<file path="config.mk">
export PLATFORM = sky130hd
export DESIGN_NAME = mesh3d_dimension_order_route_top
export DESIGN_NICKNAME = d
export VERILOG_FILES = /design/src/rtl/core/m3dor_pkg.sv /design/src/rtl/core/m3dor_cfg.sv /design/src/rtl/core/m3dor_front.sv /design/src/rtl/core/m3dor_jobq.sv /design/src/rtl/core/m3dor_back.sv /design/src/rtl/core/mesh3d_dimension_order_route_top.sv
export SDC_FILE = /design/constraint.sdc
export NUM_CORES = 1
export LEC_CHECK = 0
export BUFFER_PORTS_ARGS = -buffer_cell sky130_fd_sc_hd__buf_2
export CORE_MARGIN = 2
export CORE_UTILIZATION = 60
export CTS_BUF_LIST = sky130_fd_sc_hd__clkbuf_4
export DETAILED_ROUTE_END_ITERATION = 8
export PLACE_DENSITY = 0.77
export SKIP_CTS_REPAIR_TIMING = 1
export SLEW_MARGIN = 5
export SYNTH_ARGS = -nofsm -noshare
export SYNTH_HDL_FRONTEND = slang
export SYNTH_SLANG_ARGS = --single-unit
</file>
<file path="constraint.sdc">
create_clock -name clk -period 8.9 [get_ports clk]
set_input_delay 0.89 -clock clk [delete_from_list [all_inputs] [get_ports clk]]
set_output_delay 0.89 -clock clk [all_outputs]
set_load 0.02 [all_outputs]
</file>
<file path="src/rtl/core/m3dor_pkg.sv">
`timescale 1ns / 1ps
`default_nettype none
// ----------------------------------------------------------------------------
// m3dor_pkg
// Shared types and constants for the 3D mesh/torus dimension-order router.
// ----------------------------------------------------------------------------
package m3dor_pkg;

    localparam int MAX_EXTENT = 8;
    localparam int NODE_W     = 9;
    localparam int EXT_W      = 4;
    localparam int COORD_W    = $clog2(MAX_EXTENT);
    localparam int PLANE_W    = $clog2(MAX_EXTENT * MAX_EXTENT + 1);
    localparam int SPAN_W     = NODE_W + 1;
    localparam int IDX_W      = 3;

    // Configuration register indexes.
    localparam logic [IDX_W-1:0] REG_X_DIM      = 3'd0;
    localparam logic [IDX_W-1:0] REG_Y_DIM      = 3'd1;
    localparam logic [IDX_W-1:0] REG_Z_DIM      = 3'd2;
    localparam logic [IDX_W-1:0] REG_WRAPAROUND = 3'd3;

    typedef struct packed {
        logic [NODE_W-1:0] src_node;
        logic [NODE_W-1:0] dest_node;
    } req_t;

    typedef struct packed {
        logic [NODE_W-1:0] hop_node;
        logic              last;
        logic              error;
    } rsp_t;

    typedef struct packed {
        logic [EXT_W-1:0] x_dim;
        logic [EXT_W-1:0] y_dim;
        logic [EXT_W-1:0] z_dim;
        logic             wraparound;
    } cfg_t;

    // A classified route request handed from the front end to the walker.
    typedef struct packed {
        logic                error;
        logic [NODE_W-1:0]   src_node;
        logic [NODE_W-1:0]   dest_node;
        logic [COORD_W-1:0]  sx;
        logic [COORD_W-1:0]  sy;
        logic [COORD_W-1:0]  sz;
        logic [COORD_W-1:0]  dx;
        logic [COORD_W-1:0]  dy;
        logic [COORD_W-1:0]  dz;
        logic [PLANE_W-1:0]  plane;
        logic [SPAN_W-1:0]   total;
    } job_t;

endpackage

`default_nettype wire

</file>
<file path="src/rtl/core/m3dor_cfg.sv">
`timescale 1ns / 1ps
`default_nettype none
// ----------------------------------------------------------------------------
// m3dor_cfg
// Configuration register file: extents and wraparound mode.
// ----------------------------------------------------------------------------
module m3dor_cfg (
    input  wire logic                     clk,
    input  wire logic                     rst_n,
    input  wire logic                     cfg_valid,
    output logic                          cfg_ready,
    input  wire logic [m3dor_pkg::IDX_W-1:0]  cfg_index,
    input  wire logic [m3dor_pkg::EXT_W-1:0]  cfg_data,
    output m3dor_pkg::cfg_t               cfg
);
    import m3dor_pkg::*;

    cfg_t cfg_reg;
    cfg_t cfg_next;

    assign cfg_ready = 1'b1;
    assign cfg       = cfg_reg;

    always_comb
    begin
        cfg_next = cfg_reg;
        if (cfg_valid)
        begin
            case (cfg_index)
                REG_X_DIM:      cfg_next.x_dim      = cfg_data;
                REG_Y_DIM:      cfg_next.y_dim      = cfg_data;
                REG_Z_DIM:      cfg_next.z_dim      = cfg_data;
                REG_WRAPAROUND: cfg_next.wraparound = cfg_data[0];
                default:        cfg_next = cfg_reg;
            endcase
        end
    end

    always_ff @(posedge clk or negedge rst_n)
    begin
        if (!rst_n)
        begin
            cfg_reg.x_dim      <= EXT_W'(4);
            cfg_reg.y_dim      <= EXT_W'(4);
            cfg_reg.z_dim      <= EXT_W'(4);
            cfg_reg.wraparound <= 1'b0;
        end
        else
        begin
            cfg_reg <= cfg_next;
        end
    end

endmodule

`default_nettype wire

</file>
<file path="src/rtl/core/m3dor_front.sv">
`timescale 1ns / 1ps
`default_nettype none
// ----------------------------------------------------------------------------
// m3dor_front
// Accepts a request, checks the configuration and splits both node numbers
// into coordinates with a bit-serial divider (skipped for an unusable configuration), then queues the job.
// ----------------------------------------------------------------------------
module m3dor_front (
    input  wire logic            clk,
    input  wire logic            rst_n,
    input  wire m3dor_pkg::cfg_t cfg,
    input  wire logic            push,
    output logic                 full,
    input  wire m3dor_pkg::req_t req,
    output logic                 jq_push,
    input  wire logic            jq_full,
    output m3dor_pkg::job_t      job
);
    import m3dor_pkg::*;

    typedef enum logic [1:0] {F_IDLE, F_DIVX, F_DIVY, F_PUSH} fstate_t;

    typedef struct packed {
        logic [NODE_W-1:0] quo;
        logic [EXT_W-1:0]  rem;
    } divs_t;

    localparam int CNT_W = $clog2(NODE_W);
    localparam logic [CNT_W-1:0] LAST_STEP = CNT_W'(NODE_W - 1);

    // One restoring-division step: quotient bits shift in from the bottom
    // as dividend bits leave from the top.
    function automatic divs_t div_step(logic [NODE_W-1:0] quo, logic [EXT_W-1:0] rem,
                                       logic [EXT_W-1:0] d);
        logic [EXT_W:0] trial;
        divs_t r;
        trial = {rem, quo[NODE_W-1]};
        if (trial >= {1'b0, d})
        begin
            r.rem = EXT_W'(trial - {1'b0, d});
            r.quo = {quo[NODE_W-2:0], 1'b1};
        end
        else
        begin
            r.rem = trial[EXT_W-1:0];
            r.quo = {quo[NODE_W-2:0], 1'b0};
        end
        return r;
    endfunction

    function automatic logic ext_ok(logic [EXT_W-1:0] e, logic wrap);
        return (e >= EXT_W'(2)) && (e <= EXT_W'(MAX_EXTENT)) && !(wrap && (e < EXT_W'(3)));
    endfunction

    fstate_t           state_reg;
    logic [CNT_W-1:0]  cnt_reg;
    logic [NODE_W-1:0] squo_reg;
    logic [NODE_W-1:0] dquo_reg;
    logic [EXT_W-1:0]  srem_reg;
    logic [EXT_W-1:0]  drem_reg;
    job_t              job_reg;
    logic [PLANE_W-1:0] plane_reg;
    logic [SPAN_W-1:0]  total_reg;

    logic [EXT_W-1:0] divisor;
    divs_t            sstep;
    divs_t            dstep;
    logic             cfg_bad;

    assign divisor = (state_reg == F_DIVY) ? cfg.y_dim : cfg.x_dim;
    assign sstep   = div_step(squo_reg, srem_reg, divisor);
    assign dstep   = div_step(dquo_reg, drem_reg, divisor);
    assign cfg_bad = !ext_ok(cfg.x_dim, cfg.wraparound) ||
                     !ext_ok(cfg.y_dim, cfg.wraparound) ||
                     !ext_ok(cfg.z_dim, cfg.wraparound);

    assign full    = (state_reg != F_IDLE);
    assign jq_push = (state_reg == F_PUSH) && !jq_full;
    assign job     = job_reg;

    // Plane size and node count follow the configuration, one product per register.
    always_ff @(posedge clk)
    begin
        plane_reg <= PLANE_W'(cfg.x_dim) * PLANE_W'(cfg.y_dim);
        total_reg <= SPAN_W'(plane_reg) * SPAN_W'(cfg.z_dim);
    end

    always_ff @(posedge clk or negedge rst_n)
    begin
        if (!rst_n)
        begin
            state_reg <= F_IDLE;
            cnt_reg   <= '0;
        end
        else
        begin
            case (state_reg)
                F_IDLE:
                begin
                    if (push)
                    begin
                        job_reg.src_node  <= req.src_node;
                        job_reg.dest_node <= req.dest_node;
                        job_reg.error     <= cfg_bad;
                        squo_reg          <= req.src_node;
                        dquo_reg          <= req.dest_node;
                        srem_reg          <= '0;
                        drem_reg          <= '0;
                        cnt_reg           <= '0;
                        state_reg         <= cfg_bad ? F_PUSH : F_DIVX;
                    end
                end
                F_DIVX:
                begin
                    squo_reg <= sstep.quo;
                    dquo_reg <= dstep.quo;
                    srem_reg <= sstep.rem;
                    drem_reg <= dstep.rem;
                    cnt_reg  <= cnt_reg + 1'b1;
                    if (cnt_reg == LAST_STEP)
                    begin
                        job_reg.sx <= sstep.rem[COORD_W-1:0];
                        job_reg.dx <= dstep.rem[COORD_W-1:0];
                        srem_reg   <= '0;
                        drem_reg   <= '0;
                        cnt_reg    <= '0;
                        state_reg  <= F_DIVY;
                    end
                end
                F_DIVY:
                begin
                    squo_reg <= sstep.quo;
                    dquo_reg <= dstep.quo;
                    srem_reg <= sstep.rem;
                    drem_reg <= dstep.rem;
                    cnt_reg  <= cnt_reg + 1'b1;
                    if (cnt_reg == LAST_STEP)
                    begin
                        // A node is in range exactly when its z quotient is below the z extent.
                        job_reg.sy    <= sstep.rem[COORD_W-1:0];
                        job_reg.dy    <= dstep.rem[COORD_W-1:0];
                        job_reg.sz    <= sstep.quo[COORD_W-1:0];
                        job_reg.dz    <= dstep.quo[COORD_W-1:0];
                        job_reg.error <= (sstep.quo >= NODE_W'(cfg.z_dim)) ||
                                         (dstep.quo >= NODE_W'(cfg.z_dim));
                        job_reg.plane <= plane_reg;
                        job_reg.total <= total_reg;
                        cnt_reg       <= '0;
                        state_reg     <= F_PUSH;
                    end
                end
                F_PUSH:
                begin
                    if (!jq_full)
                    begin
                        state_reg <= F_IDLE;
                    end
                end
                default:
                begin
                    state_reg <= F_IDLE;
                end
            endcase
        end
    end

endmodule

`default_nettype wire

</file>
<file path="src/rtl/core/m3dor_jobq.sv">
`timescale 1ns / 1ps
`default_nettype none
// ----------------------------------------------------------------------------
// m3dor_jobq
// Short queue of classified jobs between the front end and the walker.
// ----------------------------------------------------------------------------
module m3dor_jobq (
    input  wire logic            clk,
    input  wire logic            rst_n,
    input  wire logic            wr_en,
    input  wire m3dor_pkg::job_t wr_job,
    output logic                 jq_full,
    input  wire logic            rd_en,
    output logic                 rd_valid,
    output m3dor_pkg::job_t      rd_job
);
    import m3dor_pkg::*;

    localparam int DEPTH = 2;
    localparam int PTR_W = $clog2(DEPTH);

    job_t             mem_reg [DEPTH];
    logic [PTR_W-1:0] wptr_reg;
    logic [PTR_W-1:0] rptr_reg;
    logic [PTR_W:0]   count_reg;

    assign jq_full  = (count_reg == (PTR_W + 1)'(DEPTH));
    assign rd_valid = (count_reg != '0);
    assign rd_job   = mem_reg[rptr_reg];

    always_ff @(posedge clk)
    begin
        if (wr_en)
        begin
            mem_reg[wptr_reg] <= wr_job;
        end
    end

    always_ff @(posedge clk or negedge rst_n)
    begin
        if (!rst_n)
        begin
            wptr_reg  <= '0;
            rptr_reg  <= '0;
            count_reg <= '0;
        end
        else
        begin
            if (wr_en)
            begin
                wptr_reg <= wptr_reg + 1'b1;
            end
            if (rd_en)
            begin
                rptr_reg <= rptr_reg + 1'b1;
            end
            if (wr_en && !rd_en)
            begin
                count_reg <= count_reg + 1'b1;
            end
            else if (rd_en && !wr_en)
            begin
                count_reg <= count_reg - 1'b1;
            end
        end
    end

endmodule

`default_nettype wire

</file>
<file path="src/rtl/core/m3dor_back.sv">
`timescale 1ns / 1ps
`default_nettype none
// ----------------------------------------------------------------------------
// m3dor_back
// Route walker: steps X, then Y, then Z, one hop per cycle unless a stalled
// pop holds it, into an output register that the consumer pops.
// ----------------------------------------------------------------------------
module m3dor_back (
    input  wire logic            clk,
    input  wire logic            rst_n,
    input  wire m3dor_pkg::cfg_t cfg,
    input  wire logic            jq_valid,
    input  wire m3dor_pkg::job_t jq_job,
    output logic                 jq_pop,
    output logic                 empty,
    input  wire logic            pop,
    output m3dor_pkg::rsp_t      rsp
);
    import m3dor_pkg::*;

    typedef enum logic {B_IDLE, B_WALK} bstate_t;

    typedef struct packed {
        logic               fwd;
        logic               wrap;
        logic [COORD_W-1:0] coord;
    } step_t;

    function automatic step_t advance(logic [COORD_W-1:0] cur, logic [COORD_W-1:0] tgt,
                                      logic [EXT_W-1:0] e, logic tie_back, logic torus);
        logic [EXT_W-1:0] c;
        logic [EXT_W-1:0] t;
        logic [EXT_W-1:0] f;
        logic [EXT_W-1:0] b;
        step_t r;
        c = EXT_W'(cur);
        t = EXT_W'(tgt);
        f = (t >= c) ? (t - c) : (t + e - c);
        b = e - f;
        r.fwd = torus ? ((f < b) || ((f == b) && !tie_back)) : (t > c);
        if (r.fwd)
        begin
            r.wrap  = (c == e - 1'b1);
            r.coord = r.wrap ? '0 : COORD_W'(c + 1'b1);
        end
        else
        begin
            r.wrap  = (c == '0);
            r.coord = r.wrap ? COORD_W'(e - 1'b1) : COORD_W'(c - 1'b1);
        end
        return r;
    endfunction

    bstate_t            state_reg;
    job_t               job_reg;
    logic [COORD_W-1:0] x_reg;
    logic [COORD_W-1:0] y_reg;
    logic [COORD_W-1:0] z_reg;
    logic [NODE_W-1:0]  node_reg;
    rsp_t               rsp_reg;
    logic               ovalid_reg;

    logic               slot_free;
    logic               load;
    logic               walk;
    logic               first_last;
    logic [COORD_W-1:0] cur;
    logic [COORD_W-1:0] tgt;
    logic [EXT_W-1:0]   ext;
    logic               tie_back;
    logic [SPAN_W-1:0]  stride;
    logic [SPAN_W-1:0]  span;
    step_t              st;
    logic [COORD_W-1:0] x_next;
    logic [COORD_W-1:0] y_next;
    logic [COORD_W-1:0] z_next;
    logic [SPAN_W-1:0]  node_wide;
    logic [NODE_W-1:0]  node_next;
    logic               hop_last;

    assign slot_free  = !ovalid_reg || pop;
    assign load       = (state_reg == B_IDLE) && jq_valid && slot_free;
    assign walk       = (state_reg == B_WALK) && slot_free;
    assign jq_pop     = load;
    assign first_last = jq_job.error || (jq_job.src_node == jq_job.dest_node);
    assign empty      = !ovalid_reg;
    assign rsp        = rsp_reg;

    // Pick the lowest dimension not yet at its target, with its stride and ring span.
    always_comb
    begin
        if (x_reg != job_reg.dx)
        begin
            cur      = x_reg;
            tgt      = job_reg.dx;
            ext      = cfg.x_dim;
            tie_back = job_reg.sx[0];
            stride   = SPAN_W'(1);
            span     = SPAN_W'(cfg.x_dim);
        end
        else if (y_reg != job_reg.dy)
        begin
            cur      = y_reg;
            tgt      = job_reg.dy;
            ext      = cfg.y_dim;
            tie_back = job_reg.sy[0];
            stride   = SPAN_W'(cfg.x_dim);
            span     = SPAN_W'(job_reg.plane);
        end
        else
        begin
            cur      = z_reg;
            tgt      = job_reg.dz;
            ext      = cfg.z_dim;
            tie_back = job_reg.sz[0];
            stride   = SPAN_W'(job_reg.plane);
            span     = job_reg.total;
        end
    end

    assign st = advance(cur, tgt, ext, tie_back, cfg.wraparound);

    always_comb
    begin
        x_next = x_reg;
        y_next = y_reg;
        z_next = z_reg;
        if (x_reg != job_reg.dx)
        begin
            x_next = st.coord;
        end
        else if (y_reg != job_reg.dy)
        begin
            y_next = st.coord;
        end
        else
        begin
            z_next = st.coord;
        end
        // Wrapping around a ring moves back or forward by a whole ring's span.
        case ({st.fwd, st.wrap})
            2'b10:   node_wide = SPAN_W'(node_reg) + stride;
            2'b11:   node_wide = SPAN_W'(node_reg) + stride - span;
            2'b00:   node_wide = SPAN_W'(node_reg) - stride;
            2'b01:   node_wide = SPAN_W'(node_reg) - stride + span;
            default: node_wide = SPAN_W'(node_reg);
        endcase
    end

    assign node_next = node_wide[NODE_W-1:0];
    assign hop_last  = (x_next == job_reg.dx) && (y_next == job_reg.dy) &&
                       (z_next == job_reg.dz);

    always_ff @(posedge clk or negedge rst_n)
    begin
        if (!rst_n)
        begin
            state_reg  <= B_IDLE;
            ovalid_reg <= 1'b0;
        end
        else
        begin
            if (slot_free)
            begin
                ovalid_reg <= load || walk;
            end
            case (state_reg)
                B_IDLE:
                begin
                    if (load)
                    begin
                        job_reg          <= jq_job;
                        x_reg            <= jq_job.sx;
                        y_reg            <= jq_job.sy;
                        z_reg            <= jq_job.sz;
                        node_reg         <= jq_job.src_node;
                        rsp_reg.hop_node <= jq_job.src_node;
                        rsp_reg.last     <= first_last;
                        rsp_reg.error    <= jq_job.error;
                        state_reg        <= first_last ? B_IDLE : B_WALK;
                    end
                end
                B_WALK:
                begin
                    if (walk)
                    begin
                        x_reg            <= x_next;
                        y_reg            <= y_next;
                        z_reg            <= z_next;
                        node_reg         <= node_next;
                        rsp_reg.hop_node <= node_next;
                        rsp_reg.last     <= hop_last;
                        rsp_reg.error    <= 1'b0;
                        state_reg        <= hop_last ? B_IDLE : B_WALK;
                    end
                end
                default:
                begin
                    state_reg <= B_IDLE;
                end
            endcase
        end
    end

endmodule

`default_nettype wire

</file>
<file path="src/rtl/core/mesh3d_dimension_order_route_top.sv">
`timescale 1ns / 1ps
`default_nettype none
// ----------------------------------------------------------------------------
// mesh3d_dimension_order_route_top
// Dimension-order (X, then Y, then Z) router for a 3D mesh or torus: one
// request in, every node on the path out, the final one marked last.
// ----------------------------------------------------------------------------
// Channel   Handshake                 Payload
// req       push / full               req_t: src_node, dest_node
// rsp       empty / pop               rsp_t: hop_node, last, error
// cfg       cfg_valid / cfg_ready     cfg_index (register), cfg_data
//
// The front end works on one request at a time, full until it is queued: 9
// divider steps per dimension for both node numbers, plus accept and enqueue;
// with an unusable configuration it skips the divider. The walker emits one
// hop per cycle while pops keep up; a two-entry job queue lets the two sides
// overlap and stall independently. A stalled pop holds the walker; a full job
// queue holds the front end. Reset is asynchronous, active low, and restores
// all extents to 4 in mesh mode.
// ----------------------------------------------------------------------------
module mesh3d_dimension_order_route_top (
    input  wire logic                         clk,
    input  wire logic                         rst_n,
    input  wire logic                         push,
    output logic                              full,
    input  wire m3dor_pkg::req_t              req,
    output logic                              empty,
    input  wire logic                         pop,
    output m3dor_pkg::rsp_t                   rsp,
    input  wire logic                         cfg_valid,
    output logic                              cfg_ready,
    input  wire logic [m3dor_pkg::IDX_W-1:0]  cfg_index,
    input  wire logic [m3dor_pkg::EXT_W-1:0]  cfg_data
);
    import m3dor_pkg::*;

    cfg_t cfg;
    job_t fe_job;
    job_t jq_job;
    logic jq_push;
    logic jq_full;
    logic jq_valid;
    logic jq_pop;

    m3dor_cfg u_cfg (
        .clk       (clk),
        .rst_n     (rst_n),
        .cfg_valid (cfg_valid),
        .cfg_ready (cfg_ready),
        .cfg_index (cfg_index),
        .cfg_data  (cfg_data),
        .cfg       (cfg)
    );

    m3dor_front u_front (
        .clk     (clk),
        .rst_n   (rst_n),
        .cfg     (cfg),
        .push    (push),
        .full    (full),
        .req     (req),
        .jq_push (jq_push),
        .jq_full (jq_full),
        .job     (fe_job)
    );

    m3dor_jobq u_jobq (
        .clk      (clk),
        .rst_n    (rst_n),
        .wr_en    (jq_push),
        .wr_job   (fe_job),
        .jq_full  (jq_full),
        .rd_en    (jq_pop),
        .rd_valid (jq_valid),
        .rd_job   (jq_job)
    );

    m3dor_back u_back (
        .clk      (clk),
        .rst_n    (rst_n),
        .cfg      (cfg),
        .jq_valid (jq_valid),
        .jq_job   (jq_job),
        .jq_pop   (jq_pop),
        .empty    (empty),
        .pop      (pop),
        .rsp      (rsp)
    );

endmodule

`default_nettype wire

</file>
## Word level (Yosys, flattened, before mapping)

Memory sizes are Yosys's and may differ from the RTL's.
Index checks and enable logic that the tools add are counted.

- Multipliers: 2
- Equal/unequal tests: 25
- Bitwise gates (word level): 1
- Reduce and logical (&&, ||, !) cells: 61
- Mux-type cells: 70
- Add/subtract/negate cells: 18
- $lt $le $gt $ge: 16

Operators by type and width:

| kind | number |
|---|---|
| 2-to-1 mux 9 bit | 6 |
| one-hot mux 9 bit (2 select lines) | 3 |
| 2-to-1 mux 3 bit | 17 |
| 2-to-1 mux 4 bit | 9 |
| one-hot mux 9 bit (4 select lines) | 1 |
| one-hot mux 4 bit (3 select lines) | 2 |
| 2-to-1 mux 11 bit | 2 |
| one-hot mux 11 bit (2 select lines) | 1 |
| AND reduction 3 bit | 7 |
| 2-to-1 mux 19 bit | 1 |
| adder 9 bit | 2 |
| greater-or-equal comparator 9 x 4 -> 1 bit | 2 |
| logical AND 1 bit | 18 |
| one-hot mux 3 bit (2 select lines) | 3 |
| subtractor 9 bit | 2 |
| 2-to-1 mux 2 bit | 7 |
| 2-to-1 mux 7 bit | 2 |
| greater-or-equal comparator 4 x 2 -> 1 bit, second input constant | 3 |
| less-or-equal comparator 4 bit, second input constant | 3 |
| less-than comparator 4 x 2 -> 1 bit, second input constant | 3 |
| subtractor 4 bit | 3 |
| logical NOT 1 bit | 11 |
| == test 2 bit, second input constant | 5 |
| greater-or-equal comparator 5 x 4 -> 1 bit | 2 |
| 40 further kinds | 78 |

- Memories kept: 1
- RAM bits: 108
- Logic and storage cells: 237
- Register bits after elaboration: 179
- Input port bits: 30

Memories:

| memory | words | bits a word | rd ports | clocked after memory_dff | write ports | line | RTL |
|---|---|---|---|---|---|---|---|
| u_jobq.mem_reg | 2 | 54 | 1 | 0 | 1 | m3dor_jobq.sv:22 | `job_t mem_reg [DEPTH];` |

## Logic depth before layout (Yosys ltp)

- Word-level depth: 20
- Mapped depth: 30

## By module

A second synthesis with hierarchy kept.

- Cell total of the unflattened synthesis: 1249
- Area total of the unflattened synthesis: 15751.4 um^2

By module, submodules not included:

| module | area an instance (um^2) | cells an instance | instances |
|---|---|---|---|
| m3dor_front | 5452.7 | 429 | 1 |
| m3dor_back | 5418.9 | 604 | 1 |
| m3dor_jobq | 4335.4 | 184 | 1 |
| m3dor_cfg | 544.3 | 32 | 1 |

## Least setup slack after synthesis

Ideal clock, no wire load.

- Kind: register to register
- Start: register u_back.job_reg[22] (netlist name)
- End: register u_back.rsp_reg (netlist bit u_back.rsp[1]) (data pin)
- Arrival time: 6.125 ns
- Library setup time: 0.264 ns
- Clock period less this slack: 6.389 ns
- Path buffers: 2
- Cell stages (with the launch flop): 28
- Path slack: 2.511 ns
- Cell sequence: edfxtp_1 > xor2_2 > nor3_1 > clkbuf_1 > mux2i_1 > a21oi_1 > inv_1 > fa_1 > inv_1 > ha_1 > xnor2_1 > mux2_2 > inv_1 > ha_1 > xor2_1 > ha_1 > o21a_1 > o21a_1 > o21ai_0 > a21oi_1 > a21o_1 > clkbuf_1 > nand2_1 > o21ai_2 > xor2_1 > nor3b_1 > o31ai_1 > o2bb2ai_1

- Cells in the longest elaborated chain, start to end: 19
- Elaborated cells on any way between the ends: 42
- Those cells by class: add/sub (7); order compare (3); eq/ne (6); mux (20); reduce/logical (6)

RTL lines:

| item | line | RTL |
|---|---|---|
| from (decl) | m3dor_back.sv:55 | `job_t job_reg;` |
| from (signal assigned) | m3dor_back.sv:172 | `job_reg <= jq_job;` |
| parallel branches: the longest is 16 deep, another holds adder 3 x 4 -> 4 bit | - |  |
| logical AND 1 bit * | m3dor_back.sv:151 | `assign hop_last = (x_next == job_reg.dx) && (y_next == job_reg.dy) &&` |
| 2-to-1 mux 11 bit * | m3dor_back.sv:185 | `if (walk)` |
| one-hot mux 11 bit (2 select lines) * | m3dor_back.sv:167 | `case (state_reg)` |
| to (decl) | m3dor_back.sv:60 | `rsp_t rsp_reg;` |

Every way passes the cells marked *. The select of a mux whose other input is x is not followed.
A chain may end at the register's enable or synchronous reset.

## Worst setup path after layout

- Start: register u_back.job_reg[23] (netlist name)
- End: register u_back.rsp_reg (netlist bit u_back.rsp[1]) (data pin)

- Cells in the longest elaborated chain, start to end: 18
- Elaborated cells on any way between the ends: 38
- Those cells by class: add/sub (7); order compare (3); eq/ne (6); mux (16); reduce/logical (6)

RTL lines:

| item | line |
|---|---|
| parallel branches: the longest is 15 deep, another holds adder 3 x 4 -> 4 bit | - |
| logical AND 1 bit * | m3dor_back.sv:151 |
| 2-to-1 mux 11 bit * | m3dor_back.sv:185 |
| one-hot mux 11 bit (2 select lines) * | m3dor_back.sv:167 |

Marks and branches as above.

==> out/qor.json <==
{
  "status": "completed",
  "fp.coreArea_um2": 24200,
  "fin_nets": 1433,
  "seq_area_frac_synth": 0.536,
  "slew_viol_final": 0,
  "clock_latency_on_the_worst_skew_pair_ns": 0.66,
  "tritoncts": "built",
  "synthesis.instances": 1205,
  "initial_cell_density_of_the_core": 0.611,
  "cts_sinks": 274,
  "asyncSetResetFlopFracSynth": 0.0912,
  "first_global_vias": 9655,
  "postRouteWirelength_um": 32100,
  "critical_path.endpoint": "u_back.rsp[1]",
  "synth_top_area_cell": "edfxtp_1",
  "routed-via-count": 9635,
  "groute.usage.overall": 0.250,
  "die-width_um": 161,
  "fin_crit_sh": 0.840,
  "synth_area_um2": 14800,
  "critical_path.max_fanout": 16,
  "io_pins": 44,
  "fin_hold_ws_ns": 0.312,
  "endpoint_kind": "register",
  "clk_root_buffer_cell": "clkbuf_4",
  "timing.setup.critical_path_class": "reg2reg",
  "cts_max_level": 3,
  "syn-num-nets": 1349,
  "worstSetupStartpoint": "u_back.job_reg[23]",
  "number_of_iterations_in_the_first_detailed_routing_pass": 5,
  "synthMostInstantiatedCell": "edfxtp_1",
  "setup_violations": 0,
  "finalWeightedCongestion": 0.926,
  "average_instance_area_after_synthesis_um2": 12.3,
  "slew_headroom": 0.343,
  "final_antenna_net_count": 0,
  "drv_cap": 0,
  "worst_setup_path_start_kind": "register",
  "dpl_cell_area_um2": 15400,
  "drt-initial-drc-count": 727,
  "netlist_top_cells_area": "edfxtp_1 (47%), ha_1 (7.5%), mux2_2 (4.3%), dfrtp_1 (3.7%), fa_1 (3.4%)",
  "r2r_setup_slack_ns": 1.43,
  "design_area_um2": 16300,
  "synth.ff_latch_count": 274,
  "layout_min_cycle_time_ns": 7.47,
  "ys_top_cells_by_count": "edfxtp_1 (233), inv_1 (97), ha_1 (89), nand2_1 (89), mux2_2 (57)",
  "regToRegEndpoint": "u_back.rsp[1]",
  "reg_to_reg_critical_path_startpoint": "u_back.job_reg[23]",
  "standard_cell_row_count": 57,
  "grt_overflow": 0,
  "worst_ep_required_time_ns": 9.26,
  "post_drt_wl_per_cell_um": 19.3,
  "chipHeight_um": 161,
  "ctsLongestPathBuffers": 3,
  "post-route-util": 0.672,
  "antenna_found_initial": 2,
  "clock.fmax_mhz": 134,
  "synth-edff-count": 233,
  "vias_per_cell": 5.79,
  "synth_cell_type_count": 77,
  "io_buf_count": 42,
  "final_report_hold_violation_count": 0,
  "final.fill_count": 1760,
  "floorplan.die_area_um2": 26000,
  "pin_count_of_the_biggest_net_entering_global_routing": 50,
  "post_route_cells_drive_above_1_share": 0.192,
  "grt_pass1_wl_um": 50300,
  "synth.yosys.warnings": 0,
  "postSynth.topFlopCell": "edfxtp_1",
  "grt_setup_unrepaired": "false",
  "timing.critical_path.arrival_ns": 7.83,
  "synth_top_area_frac": 0.472,
  "timing_worst_slew_pin_value_ns": 0.980,
  "fin_tns_setup_ns": 0,
  "area_growth_pct": 9.96,
  "hold_path.class": "in2async",
  "worst_r2r_path_depth": 24,
  "cts_buffer_count": 67,
  "clk_pin_slew_worst_paths_ns": 0.08,
  "largest_register_ffs": 106,
  "finClkSkew_ns": 0.0493,
  "estimated_wirelength_of_the_detail_placed_design_um": 23100,
  "remaining_drc_errors": 0
}
kinds of logic after synthesis:
kind of cell    share of synthesized area
compound gates                      0.109
xor+xnor                           0.0514
fa+ha+maj                           0.110
buf+inv                            0.0362
flops                               0.536
mux                                0.0656
other cells                      0.000253
simple gates                       0.0920
routing by layer:
| metal | part of all wire | global-route usage | wire length, um | up-vias |
|---|---|---|---|---|
| met5 | 0 | 0 | 0 | - |
| met4 | 0.023 | 0.0893 | 730 | 0 |
| met3 | 0.063 | 0.0526 | 2010 | 50 |
| met2 | 0.48 | 0.410 | 15500 | 304 |
| met1 | 0.43 | 0.335 | 13900 | 4679 |
| li1 | - | - | - | 4602 |
critical path, stage by stage (launching register included):
cell,delay [ns]
edfxtp_1,0.44
xnor2_1,0.74
and3_1,0.66
o211ai_1,0.16
o21ai_0,0.23
ha_1,0.33
fa_1,0.19
inv_1,0.05
fa_1,0.42
a31oi_1,0.34
mux2_2,0.40
ha_1,0.28
a21o_1,0.15
a21oi_1,0.19
xnor2_1,0.11
ha_1,0.32
nand3_1,0.11
a2111o_1,0.36
a21oi_4,0.43
nand2_1,0.15
o21ai_2,0.37
xor2_1,0.22
nor3b_1,0.07
o31ai_1,0.33
o2bb2ai_1,0.12
how the worst min path moves through the flow:
stage / startpoint / end / slack [ns]
2_1_floorplan: u_front.total_reg[0] / u_front.job[0] / 0.39
3_3_place_gp: u_front.total_reg[2] / u_front.job[2] / 0.39
3_5_place_dp: u_front.total_reg[1] / u_front.job[1] / 0.39
4_1_cts: rst_n / u_cfg.cfg[8] / 0.27
5_1_grt: rst_n / u_jobq.count_reg[0] / 0.31
6_report: rst_n / u_front.cnt_reg[0] / 0.31
cell type report:
class | instances | area (um^2) | share of cell area
sequential | 274 | 7950 | 0.488
antenna | 1 | 2.50 | 0.000154
multi-input combinational | 792 | 6350 | 0.390
clock buffer | 101 | 758 | 0.0465
clock inverter | 17 | 153 | 0.00937
inverter | 100 | 375 | 0.0230
timing repair buffer | 54 | 300 | 0.0184
tap | 324 | 405 | 0.0249
placed cells by master, fill, tap and decap left out, types with 4 or more instances in the layout:
master / instances
dfxtp_1: 16
xor2_1: 29
o21bai_1: 7
ha_1: 89
fa_1: 25
a211oi_1: 14
inv_1: 97
o211ai_1: 7
inv_2: 5
xnor2_2: 4
clkinv_1: 9
nor3_1: 5
o21ai_0: 48
nor2b_1: 17
mux2i_1: 33
o311ai_0: 6
nor4_1: 6
nor2_1: 55
buf_4: 12
xnor2_1: 45
dfrtp_1: 21
a21oi_1: 52
nand2b_1: 18
a21o_1: 16
nand2_1: 89
o31ai_1: 10
and3_1: 7
a21boi_0: 5
clkbuf_4: 101
a31oi_2: 4
and2_1: 20
nand4_1: 18
mux2_2: 57
edfxtp_1: 233
a31oi_1: 19
buf_2: 42
and3b_1: 5
nand3_1: 16
o21a_1: 8
stage by stage:
stage                     cells  setup WS (ns)
after floorplan            1205           2.51
after global routing       1663           1.07
after detailed placement   1544           1.65
after global placement     1544           1.77
after CTS                  1662           1.62
final                      1663           1.43
Power is not shown: default switching activity piles up to over one toggle a cycle in this logic, so the estimate is an artifact.
